### config.mk
export PLATFORM = sky130hd
export DESIGN_NAME = meter_lcd_frame_decoder_unit
export DESIGN_NICKNAME = d
export VERILOG_FILES = /design/src/sv/mlfd_pkg.sv /design/src/sv/mlfd_front.sv /design/src/sv/mlfd_frame_q.sv /design/src/sv/mlfd_back.sv /design/src/sv/meter_lcd_frame_decoder_unit.sv
export SDC_FILE = /design/constraint.sdc
export NUM_CORES = 1
export LEC_CHECK = 0
export BUFFER_PORTS_ARGS = -buffer_cell sky130_fd_sc_hd__buf_2
export CAP_MARGIN = 20
export CORE_UTILIZATION = 43
export DETAILED_ROUTE_END_ITERATION = 10
export GPL_TIMING_DRIVEN = 0
export SKIP_LAST_GASP = 1
export SLEW_MARGIN = 10
export SYNTH_ARGS = -nofsm -noshare
export SYNTH_HDL_FRONTEND = slang
export SYNTH_HIERARCHICAL = 1
export SYNTH_SLANG_ARGS = --single-unit
### constraint.sdc
create_clock -name clk -period 7.8 [get_ports clk]
set_input_delay 0.78 -clock clk [delete_from_list [all_inputs] [get_ports clk]]
set_output_delay 0.78 -clock clk [all_outputs]
set_load 0.005 [all_outputs]
### src/sv/mlfd_pkg.sv
`timescale 1ns / 1ps
// Shared types, constants and the segment lookup for the meter LCD frame decoder.
// No dependencies; every other file imports this package.
package mlfd_pkg;

	localparam int FrameLen = 14;
	localparam logic [3:0] LastIdx = 4'(FrameLen - 1);

	// over-limit digit pattern, most significant digit first
	localparam logic [6:0] OlDigit0 = 7'h00;
	localparam logic [6:0] OlDigit1 = 7'h7d;
	localparam logic [6:0] OlDigit2 = 7'h68;
	localparam logic [6:0] OlDigit3 = 7'h00;

	// prefix exponents
	localparam logic signed [5:0] ExpNano  = -6'sd9;
	localparam logic signed [5:0] ExpMicro = -6'sd6;
	localparam logic signed [5:0] ExpMilli = -6'sd3;
	localparam logic signed [5:0] ExpKilo  = 6'sd3;
	localparam logic signed [5:0] ExpMega  = 6'sd6;

	// one complete frame of segment nibbles, index 0 is the first word
	typedef struct packed {
		logic [FrameLen-1:0][3:0] nib;
	} frame_t;

	typedef struct packed {
		logic signed [14:0] reading_value;
		logic [1:0]         decimal_places;
		logic signed [5:0]  power_of_ten;
		logic               over_limit;
		logic               minus_sign;
		logic [3:0]         mode_bits;
		logic [3:0]         seg10_bits;
		logic [3:0]         seg11_bits;
		logic [3:0]         seg12_bits;
		logic [3:0]         seg13_bits;
		logic [3:0]         seg14_bits;
	} result_t;

	// seven-segment pattern to digit, unknown patterns give -1
	function automatic logic signed [4:0] seg_digit(input logic [6:0] pat);
		logic signed [4:0] d;
		unique case (pat)
			7'h7d:   d = 5'sd0;
			7'h05:   d = 5'sd1;
			7'h5b:   d = 5'sd2;
			7'h1f:   d = 5'sd3;
			7'h27:   d = 5'sd4;
			7'h3e:   d = 5'sd5;
			7'h7e:   d = 5'sd6;
			7'h15:   d = 5'sd7;
			7'h7f:   d = 5'sd8;
			7'h3f:   d = 5'sd9;
			default: d = -5'sd1;
		endcase
		return d;
	endfunction

endpackage

### src/sv/mlfd_front.sv
`timescale 1ns / 1ps
// Front end: checks the position of each received word and assembles frames.
// Depends on mlfd_pkg.
module mlfd_front import mlfd_pkg::*; (
	input  logic       clk,
	input  logic       arst_n,
	input  logic       take,
	input  logic [7:0] rx_byte,
	output logic       frame_push,
	output frame_t     frame
);

	logic [3:0]                exp_q;
	logic [FrameLen-2:0][3:0]  nib_q;
	logic                      hit;

	// keep a word only when it sits at the expected position
	assign hit        = take && (rx_byte[7:4] == exp_q + 4'd1);
	assign frame_push = hit && (exp_q == LastIdx);
	assign frame.nib  = {rx_byte[3:0], nib_q};

	// advance the expected position, wrap after the last word
	always_ff @(posedge clk or negedge arst_n) begin
		if (!arst_n) begin
			exp_q <= '0;
		end else if (hit) begin
			if (exp_q == LastIdx) begin
				exp_q <= '0;
			end else begin
				exp_q <= exp_q + 4'd1;
			end
		end
	end

	// hold the nibbles of the frame in progress
	always_ff @(posedge clk) begin
		if (hit && exp_q != LastIdx) begin
			nib_q[exp_q] <= rx_byte[3:0];
		end
	end

endmodule

### src/sv/mlfd_frame_q.sv
`timescale 1ns / 1ps
// Two-entry queue of complete frames between the front and back ends.
// Depends on mlfd_pkg.
module mlfd_frame_q import mlfd_pkg::*; (
	input  logic   clk,
	input  logic   arst_n,
	input  logic   wr,
	input  frame_t wr_frame,
	output logic   full,
	output logic   rd_valid,
	input  logic   rd,
	output frame_t rd_frame
);

	frame_t     mem_q [2];
	logic       wptr_q;
	logic       rptr_q;
	logic [1:0] cnt_q;

	assign full     = (cnt_q == 2'd2);
	assign rd_valid = (cnt_q != 2'd0);
	assign rd_frame = mem_q[rptr_q];

	// advance pointers and count
	always_ff @(posedge clk or negedge arst_n) begin
		if (!arst_n) begin
			wptr_q <= 1'b0;
			rptr_q <= 1'b0;
			cnt_q  <= '0;
		end else begin
			if (wr) begin
				wptr_q <= ~wptr_q;
			end
			if (rd) begin
				rptr_q <= ~rptr_q;
			end
			if (wr && !rd) begin
				cnt_q <= cnt_q + 2'd1;
			end else if (rd && !wr) begin
				cnt_q <= cnt_q - 2'd1;
			end
		end
	end

	// store the incoming frame
	always_ff @(posedge clk) begin
		if (wr) begin
			mem_q[wptr_q] <= wr_frame;
		end
	end

endmodule

### src/sv/mlfd_back.sv
`timescale 1ns / 1ps
// Back end: decodes a frame into a reading and holds results in a two-entry queue.
// Depends on mlfd_pkg.
module mlfd_back import mlfd_pkg::*; (
	input  logic    clk,
	input  logic    arst_n,
	input  logic    in_valid,
	output logic    frame_pop,
	input  frame_t  frame,
	input  logic    pop,
	output logic    empty,
	output result_t res
);

	result_t           mem_q [2];
	logic              wptr_q;
	logic              rptr_q;
	logic [1:0]        cnt_q;
	logic              wr;
	logic              rd;
	logic [3:0][6:0]   db;
	logic signed [14:0] dig [4];
	logic signed [14:0] mant;
	logic              ol;
	logic              neg;
	logic [1:0]        dp;
	logic signed [5:0] pw;
	result_t           dec;

	// take a frame whenever the result queue has room
	assign frame_pop = in_valid && (cnt_q != 2'd2);
	assign wr        = frame_pop;
	assign rd        = pop && !empty;
	assign empty     = (cnt_q == 2'd0);
	assign res       = mem_q[rptr_q];

	// decode digits, sign, decimal point and exponent
	always_comb begin
		for (int i = 0; i < 4; i++) begin
			db[i]  = {frame.nib[1 + 2 * i][2:0], frame.nib[2 + 2 * i]};
			dig[i] = 15'(seg_digit(db[i]));
		end
		ol = (db[0] == OlDigit0) && (db[1] == OlDigit1) &&
			(db[2] == OlDigit2) && (db[3] == OlDigit3);
		neg  = frame.nib[1][3];
		mant = dig[0] * 15'sd1000 + dig[1] * 15'sd100 + dig[2] * 15'sd10 + dig[3];
		if (frame.nib[3][3]) begin
			dp = 2'd3;
		end else if (frame.nib[5][3]) begin
			dp = 2'd2;
		end else if (frame.nib[7][3]) begin
			dp = 2'd1;
		end else begin
			dp = 2'd0;
		end
		pw = 6'sd0;
		if (frame.nib[9][2]) begin
			pw = pw + ExpNano;
		end
		if (frame.nib[9][3]) begin
			pw = pw + ExpMicro;
		end
		if (frame.nib[10][3]) begin
			pw = pw + ExpMilli;
		end
		if (frame.nib[9][1]) begin
			pw = pw + ExpKilo;
		end
		if (frame.nib[10][1]) begin
			pw = pw + ExpMega;
		end
		pw = pw - $signed({4'b0, dp});

		dec.reading_value  = ol ? 15'sd0 : (neg ? -mant : mant);
		dec.decimal_places = dp;
		dec.power_of_ten   = pw;
		dec.over_limit     = ol;
		dec.minus_sign     = neg;
		dec.mode_bits      = frame.nib[0];
		dec.seg10_bits     = frame.nib[9];
		dec.seg11_bits     = frame.nib[10];
		dec.seg12_bits     = frame.nib[11];
		dec.seg13_bits     = frame.nib[12];
		dec.seg14_bits     = frame.nib[13];
	end

	// advance result queue pointers and count
	always_ff @(posedge clk or negedge arst_n) begin
		if (!arst_n) begin
			wptr_q <= 1'b0;
			rptr_q <= 1'b0;
			cnt_q  <= '0;
		end else begin
			if (wr) begin
				wptr_q <= ~wptr_q;
			end
			if (rd) begin
				rptr_q <= ~rptr_q;
			end
			if (wr && !rd) begin
				cnt_q <= cnt_q + 2'd1;
			end else if (rd && !wr) begin
				cnt_q <= cnt_q - 2'd1;
			end
		end
	end

	// store the decoded result
	always_ff @(posedge clk) begin
		if (wr) begin
			mem_q[wptr_q] <= dec;
		end
	end

endmodule

### src/sv/meter_lcd_frame_decoder_unit.sv
`timescale 1ns / 1ps
// Meter LCD frame decoder: receive words from a multimeter link, emit decoded readings.
// Input channel: push/full with rx_byte; a word is taken when push is high and full low.
// Result channel: empty/pop; the oldest reading sits on the result ports while empty is
// low and leaves on a clock edge with pop high.
// Each word carries its frame position in the upper nibble (1 to 14); a word out of
// sequence, or at position 0 or 15, is dropped without restarting the frame.
// Throughput: one word per cycle while full is low. A reading reaches the result ports
// once its frame has passed the frame queue and been decoded into the result queue (a
// frame waits in the frame queue while the result queue is full), and can then leave.
// Two frames may wait between the front and the back end and two readings in the result
// queue. When the receiver stalls, the queues fill and full rises; it falls again as soon
// as the frame queue has room.
// Reset clears the expected position and both queues; no reading is pending after it.
// Depends on mlfd_pkg, mlfd_front, mlfd_frame_q and mlfd_back.
module meter_lcd_frame_decoder_unit import mlfd_pkg::*; (
	input  logic              clk,
	input  logic              arst_n,
	input  logic              push,
	output logic              full,
	input  logic [7:0]        rx_byte,
	output logic              empty,
	input  logic              pop,
	output logic signed [14:0] reading_value,
	output logic [1:0]        decimal_places,
	output logic signed [5:0] power_of_ten,
	output logic              over_limit,
	output logic              minus_sign,
	output logic [3:0]        mode_bits,
	output logic [3:0]        seg10_bits,
	output logic [3:0]        seg11_bits,
	output logic [3:0]        seg12_bits,
	output logic [3:0]        seg13_bits,
	output logic [3:0]        seg14_bits
);

	logic    take;
	logic    frame_push;
	frame_t  frame_in;
	frame_t  frame_out;
	logic    fq_valid;
	logic    frame_pop;
	result_t res;

	assign take = push && !full;

	// assemble frames
	mlfd_front u_front (
		.clk        (clk),
		.arst_n     (arst_n),
		.take       (take),
		.rx_byte    (rx_byte),
		.frame_push (frame_push),
		.frame      (frame_in)
	);

	// queue frames between front and back
	mlfd_frame_q u_frame_q (
		.clk      (clk),
		.arst_n   (arst_n),
		.wr       (frame_push),
		.wr_frame (frame_in),
		.full     (full),
		.rd_valid (fq_valid),
		.rd       (frame_pop),
		.rd_frame (frame_out)
	);

	// decode and buffer readings
	mlfd_back u_back (
		.clk       (clk),
		.arst_n    (arst_n),
		.in_valid  (fq_valid),
		.frame_pop (frame_pop),
		.frame     (frame_out),
		.pop       (pop),
		.empty     (empty),
		.res       (res)
	);

	assign reading_value  = res.reading_value;
	assign decimal_places = res.decimal_places;
	assign power_of_ten   = res.power_of_ten;
	assign over_limit     = res.over_limit;
	assign minus_sign     = res.minus_sign;
	assign mode_bits      = res.mode_bits;
	assign seg10_bits     = res.seg10_bits;
	assign seg11_bits     = res.seg11_bits;
	assign seg12_bits     = res.seg12_bits;
	assign seg13_bits     = res.seg13_bits;
	assign seg14_bits     = res.seg14_bits;

endmodule
=== After elaboration in Yosys (flattened, before gate mapping) ===
Memories as Yosys holds them, arrays and structs flattened.
Index checks and enable logic that the tools add are counted.

* $lt $le $gt $ge: 2
* Muxes and demuxes: 26
* Bitwise operators: 4
* Reduce and logical (&&, ||, !) cells: 25
* Eq/ne operators: 46
* Multipliers: 3
* Add/sub/neg operators: 14

{| class="wikitable"
|+ Operators with widths
! cell !! number
|-
| $pmux 5 s10 || 4
|-
| $eq 7x7->1 const B || 17
|-
| $eq 7x6->1 const B || 12
|-
| $eq 7x5->1 const B || 8
|-
| $bwmux 52 || 1
|-
| $add 15x15->15 || 2
|-
| $mux 15 || 2
|-
| $mux 6 || 5
|-
| $eq 7x3->1 const B || 4
|-
| $demux 4 s4 || 1
|-
| $add 15x5->15 || 1
|-
| $neg 15->15 || 1
|-
| $logic_and 1x1->1 || 14
|-
| $logic_not 7->1 || 2
|-
| $add 6x3->6 const B || 2
|-
| $add 6x4->6 const B || 2
|-
| $mul 5x8->12 const B || 1
|-
| $mux 2 || 6
|-
| $mul 5x6->11 const B || 1
|-
| $mul 5x4->9 const B || 1
|-
| $mux 4 || 2
|-
| $reduce_bool 2->1 || 3
|-
| $sub 6x3->6 || 1
|-
| $logic_not 1->1 || 5
|-
| 13 further kinds || 22
|}

* Output and inout port bits: 51
* Word-level logic and storage cells: 142
* Memories: 2
* Input bits: 12
* Memory bits (writable): 210
* Bits in registers: 64

{| class="wikitable"
|+ Memory list
! name !! depth !! bits a word !! read ports !! clocked after Yosys merged registers in !! write ports !! line !! source
|-
| u_frame_q.mem_q || 2 || 56 || 1 || 0 || 1 || mlfd_frame_q.sv:15 || <nowiki>frame_t mem_q [2];</nowiki>
|-
| u_back.mem_q || 2 || 49 || 1 || 0 || 1 || mlfd_back.sv:15 || <nowiki>result_t mem_q [2];</nowiki>
|}

=== Longest topological paths before layout ===
An unclocked memory read counts as a cell.

* Depth after elaboration: 11
* Gate-level depth with buffers: 33
* Mapped depth without buffers: 30

=== Modules after synthesis ===
Netlist, hierarchy kept.

{| class="wikitable"
|+ Modules (own cells, without submodules)
! module !! cells each !! seq. area each (µm²) !! instances !! area an instance (µm²)
|-
| mlfd_back || 681 || 3042.9 || 1 || 7519.7
|-
| mlfd_frame_q || 190 || 3463.3 || 1 || 4350.4
|-
| mlfd_front || 111 || 1661.6 || 1 || 2073.2
|-
| meter_lcd_frame_decoder_unit || 1 || 0.0 || 1 || 13.8
|}

=== Worst setup path after synthesis ===
OpenSTA, ideal clock, no wires.

* Path kind: reg-to-reg
* From: register u_frame_q.rptr_q
* To: memory u_back/mem_q[0][48] (netlist name), data pin
* Clock period less this slack: 6.965 ns
* Data required time: 7.543 ns
* Cell stages (with the launch flop): 30
* Setup slack: 0.835 ns
* Buffers on the path: 3
* Arrival time: 6.708 ns
* Library setup time: 0.257 ns
* Cells stage by stage: dfrtp_1 buf_6 buf_6 mux2_4 clkbuf_1 and3_1 nand3_1 o22a_1 inv_1 a21oi_1 nor2_1 inv_1 ha_1 xor2_1 ha_1 ha_1 a21o_1 a21oi_1 xnor2_1 fa_1 fa_1 inv_1 ha_1 and3_1 a21oi_1 a21oi_1 or3_1 o41a_1 xnor2_1 and2b_1

{| class="wikitable"
|+ RTL lines
! element !! line !! source
|-
| from (decl) || mlfd_frame_q.sv:17 || <nowiki>logic rptr_q;</nowiki>
|-
| from (signal assigned) || mlfd_frame_q.sv:35 || <nowiki>rptr_q <= ~rptr_q;</nowiki>
|-
| to (decl) || mlfd_back.sv:15 ||
|}

==> flow_summary.json <==
{
  "timing.final.crit_share": 0.948,
  "synthMuxAreaShare": 0.0965,
  "clock-root-buffer": "clkbuf_16",
  "antenna_found_initial": 0,
  "regArea_um2": 8170,
  "grt_max_degree": 50,
  "drc": 0,
  "regToRegStartpoint": "u_frame_q/rptr_q",
  "finalHoldViolCount": 0,
  "drtIter0Drc": 458,
  "ys_types": 75,
  "drv_cap": 0,
  "synth_compound_area_frac": 0.0562,
  "synthToLayoutAreaGrowth_pct": 13.3,
  "ff2ff_path_depth": 30,
  "synthesis.nets": 1091,
  "netlist_area_um2": 14000,
  "startpoint_type": "flip-flop",
  "outcome": "completed",
  "setup_violations": 0,
  "yosysWarnings": 6,
  "core_area_um2": 31700,
  "cp_max_fo": 19,
  "worstSetupPathType": "flip-flop to flip-flop",
  "critPathTopFamily": "adder cells",
  "routed_wl_mm": 25.4,
  "fin_skew_ps": 25.6,
  "overflow": 0,
  "critPathArrivalTime_ps": 7680,
  "hold_buffers": 0,
  "synth_top_family_by_area": "adder cells",
  "clk_path_buf_depth": 3,
  "vias": 7762,
  "grt_first_pass_wirelength_mm": 40.4,
  "cp-end-kind": "flip-flop",
  "cts_inserted_buffers": 28,
  "setup_tns_ps": 0,
  "multi_input_area_um2": 5330,
  "slew-limit-headroom": 0.400,
  "die-area_um2": 33200,
  "reg2reg_to": "u_back/mem_q[0][48]",
  "synth_xor_area_frac": 0.0417,
  "worst_slack_ps": 406,
  "yosys.cell_count.top_type": "edfxtp_1",
  "ys.flop_type": "edfxtp_1",
  "start_util": 0.440,
  "place_area_um2": 14900,
  "gp_congestion": 0.779,
  "rsz0062_at_grt": "no",
  "synth_top_area_share": 0.564,
  "globalRouteTotalUtil": 0.154,
  "drive_gt1_frac": 0.242,
  "nets": 1186,
  "fp-row-count": 65,
  "synth_area_per_cell_um2": 14.2,
  "place_ws_ps": -66.0,
  "die_y_um": 182,
  "synth_area_leaders": "edfxtp_1 56%, mux2_2 6.2%, ha_1 5.7%, fa_1 4.6%, mux2_4 3.2%",
  "synth_edf_count": 262,
  "dr.pass1.iters": 4,
  "path_clk_slew_ps": 60,
  "clock_sinks": 274,
  "wl_per_cell_um": 16.9,
  "grt_pass1_vias": 7699,
  "slowest_delay_ps": 530,
  "rrSetupSlack_ps": 410,
  "viasPerCell": 5.18,
  "synthAdderAreaFrac": 0.103,
  "cp_common_cell": "inv_1",
  "synth_commonest_cells": "262 x edfxtp_1, 91 x inv_1, 77 x mux2_2",
  "portBuffers": 62,
  "htreeDepth": 1,
  "final_core_util": 0.499,
  "synth-seq-area-share": 0.585,
  "antennaDiodeCount": 0,
  "slowest_stage": "fa_1",
  "crit_required_ps": 8090,
  "final_area_um2": 15800,
  "hpwl_mm": 17.8,
  "hold_class": "input port to asynchronous set/reset pin",
  "ant_nets": 0,
  "cp.buffers_inverters": 10,
  "cts_tree": "built",
  "synthArstFlopShare": 0.0438,
  "pin_count": 63,
  "slew_violations": 0,
  "netlist_instances": 983,
  "fmax_mhz": 135,
  "die_w_um": 182,
  "worst_pin_slew_ps": 898,
  "fillCellCount": 2732,
  "ys_ff_latch": 274,
  "synth_top_cell_by_area": "edfxtp_1",
  "finalCriticalPeriod_ps": 7390,
  "clkLatencyLatePin_ps": 550,
  "synthSimpleGateAreaFrac": 0.0791
}
[cell type report]
type / instances / area share
flip-flops and latches: 274 / 0.517
multi-input cells: 585 / 0.337
clock buffers: 34 / 0.0457
well taps: 402 / 0.0318
repair buffers: 67 / 0.0256
inverters: 91 / 0.0216
plain buffers: 31 / 0.0115
clock inverters: 15 / 0.00989
[placed cells by master (no fill, tap or decap), types with 5 or more instances in the layout]
master     netlist  routed
a21o_1           9       9
a21oi_1         30      27
a21oi_2          2       5
a31oi_1          5       5
and3_1          19      19
buf_1            5       5
buf_2            4      65
buf_4            4       5
buf_6            6       6
clkbuf_1        14      18
clkbuf_16        0      28
dfrtp_1         12      12
edfxtp_1       262     262
fa_1            32      32
ha_1            64      63
inv_1           91      90
mux2_2          77      77
mux2_4          30      30
nand2_1         31      31
nand2b_1         8       8
nand3_1         21      21
nand4_1          6       6
nand4b_1         5       5
nor2_1          51      49
nor2b_1          7       6
nor3_1          14      14
o211ai_1         6       6
o21ai_0         19      18
or2_2            6       6
xnor2_1         36      34
xor2_1          26      26
[stage by stage]
step	hold slack [ps]	cells
2_1_floorplan	421	983
3_3_place_gp	422	1447
3_5_place_dp	429	1451
4_1_cts	102	1500
5_1_grt	118	1499
6_report	121	1499
[worst register-to-register path: cells and delay by family (launching register included)]
family | cells | cell delay, ps
mux | 1 | 350
buf+inv | 10 | 1090
fa+ha+maj | 7 | 2520
simple gates | 6 | 1370
compound gates | 4 | 1060
xor+xnor | 2 | 350
flops | 1 | 390
[routing by layer]
layer | track usage | vias to the layer above | wire length (um)
met3 | 0.0212 | 32 | 905
li1 | - | 3774 | -
met2 | 0.259 | 143 | 12100
met5 | 0 | - | 0
met1 | 0.215 | 3813 | 12000
met4 | 0.0316 | 0 | 368
[cells by family after synthesis]
kind of cell               count (synthesis)
DFF                                      274
and+or+nand+nor                          204
buffers and inverters                    124
AOI/OAI and AO/OA                        111
muxes                                    110
adders and majority gates                 96
xor gates and xnor gates                  64
[worst max path at each step]
| stage | from | end | slack, ps | cells after the start |
|---|---|---|---|---|
| after global routing | u_frame_q/rptr_q | u_back/mem_q[0][48] | 8 | 29 |
| final | u_frame_q/rptr_q | u_back/mem_q[0][48] | 410 | 30 |
| after floorplan | u_frame_q/rptr_q | u_back/mem_q[0][48] | 830 | 29 |
| after global placement | u_frame_q/rptr_q | u_back/mem_q[0][48] | -50 | 29 |
| after CTS | u_frame_q/rptr_q | u_back/mem_q[0][48] | 20 | 33 |
| after detailed placement | u_frame_q/rptr_q | u_back/mem_q[0][48] | -70 | 29 |
[state kept, by name, indices dropped and copies added, names as in the netlist]
signal	flops
u_frame_q/cnt_q	2
u_frame_q/mem_q	112
u_back/mem_q	98
u_front/exp_q	4
u_front/frame	52
u_frame_q/wptr_q	1
u_back/cnt_q	2
u_frame_q/rptr_q	1
u_back/wptr_q	1
u_back/rptr_q	1
[what timing repair did]
item | CTS | global route
gates resized for setup | 2 | 15
setup endpoints to repair | 2 | 6
buffers inserted | 0 | 1
pin swaps | 0 | 1
gates cloned | 0 | 0
Power is not shown: default switching activity piles up to over one toggle a cycle in this logic, so the estimate is an artifact.
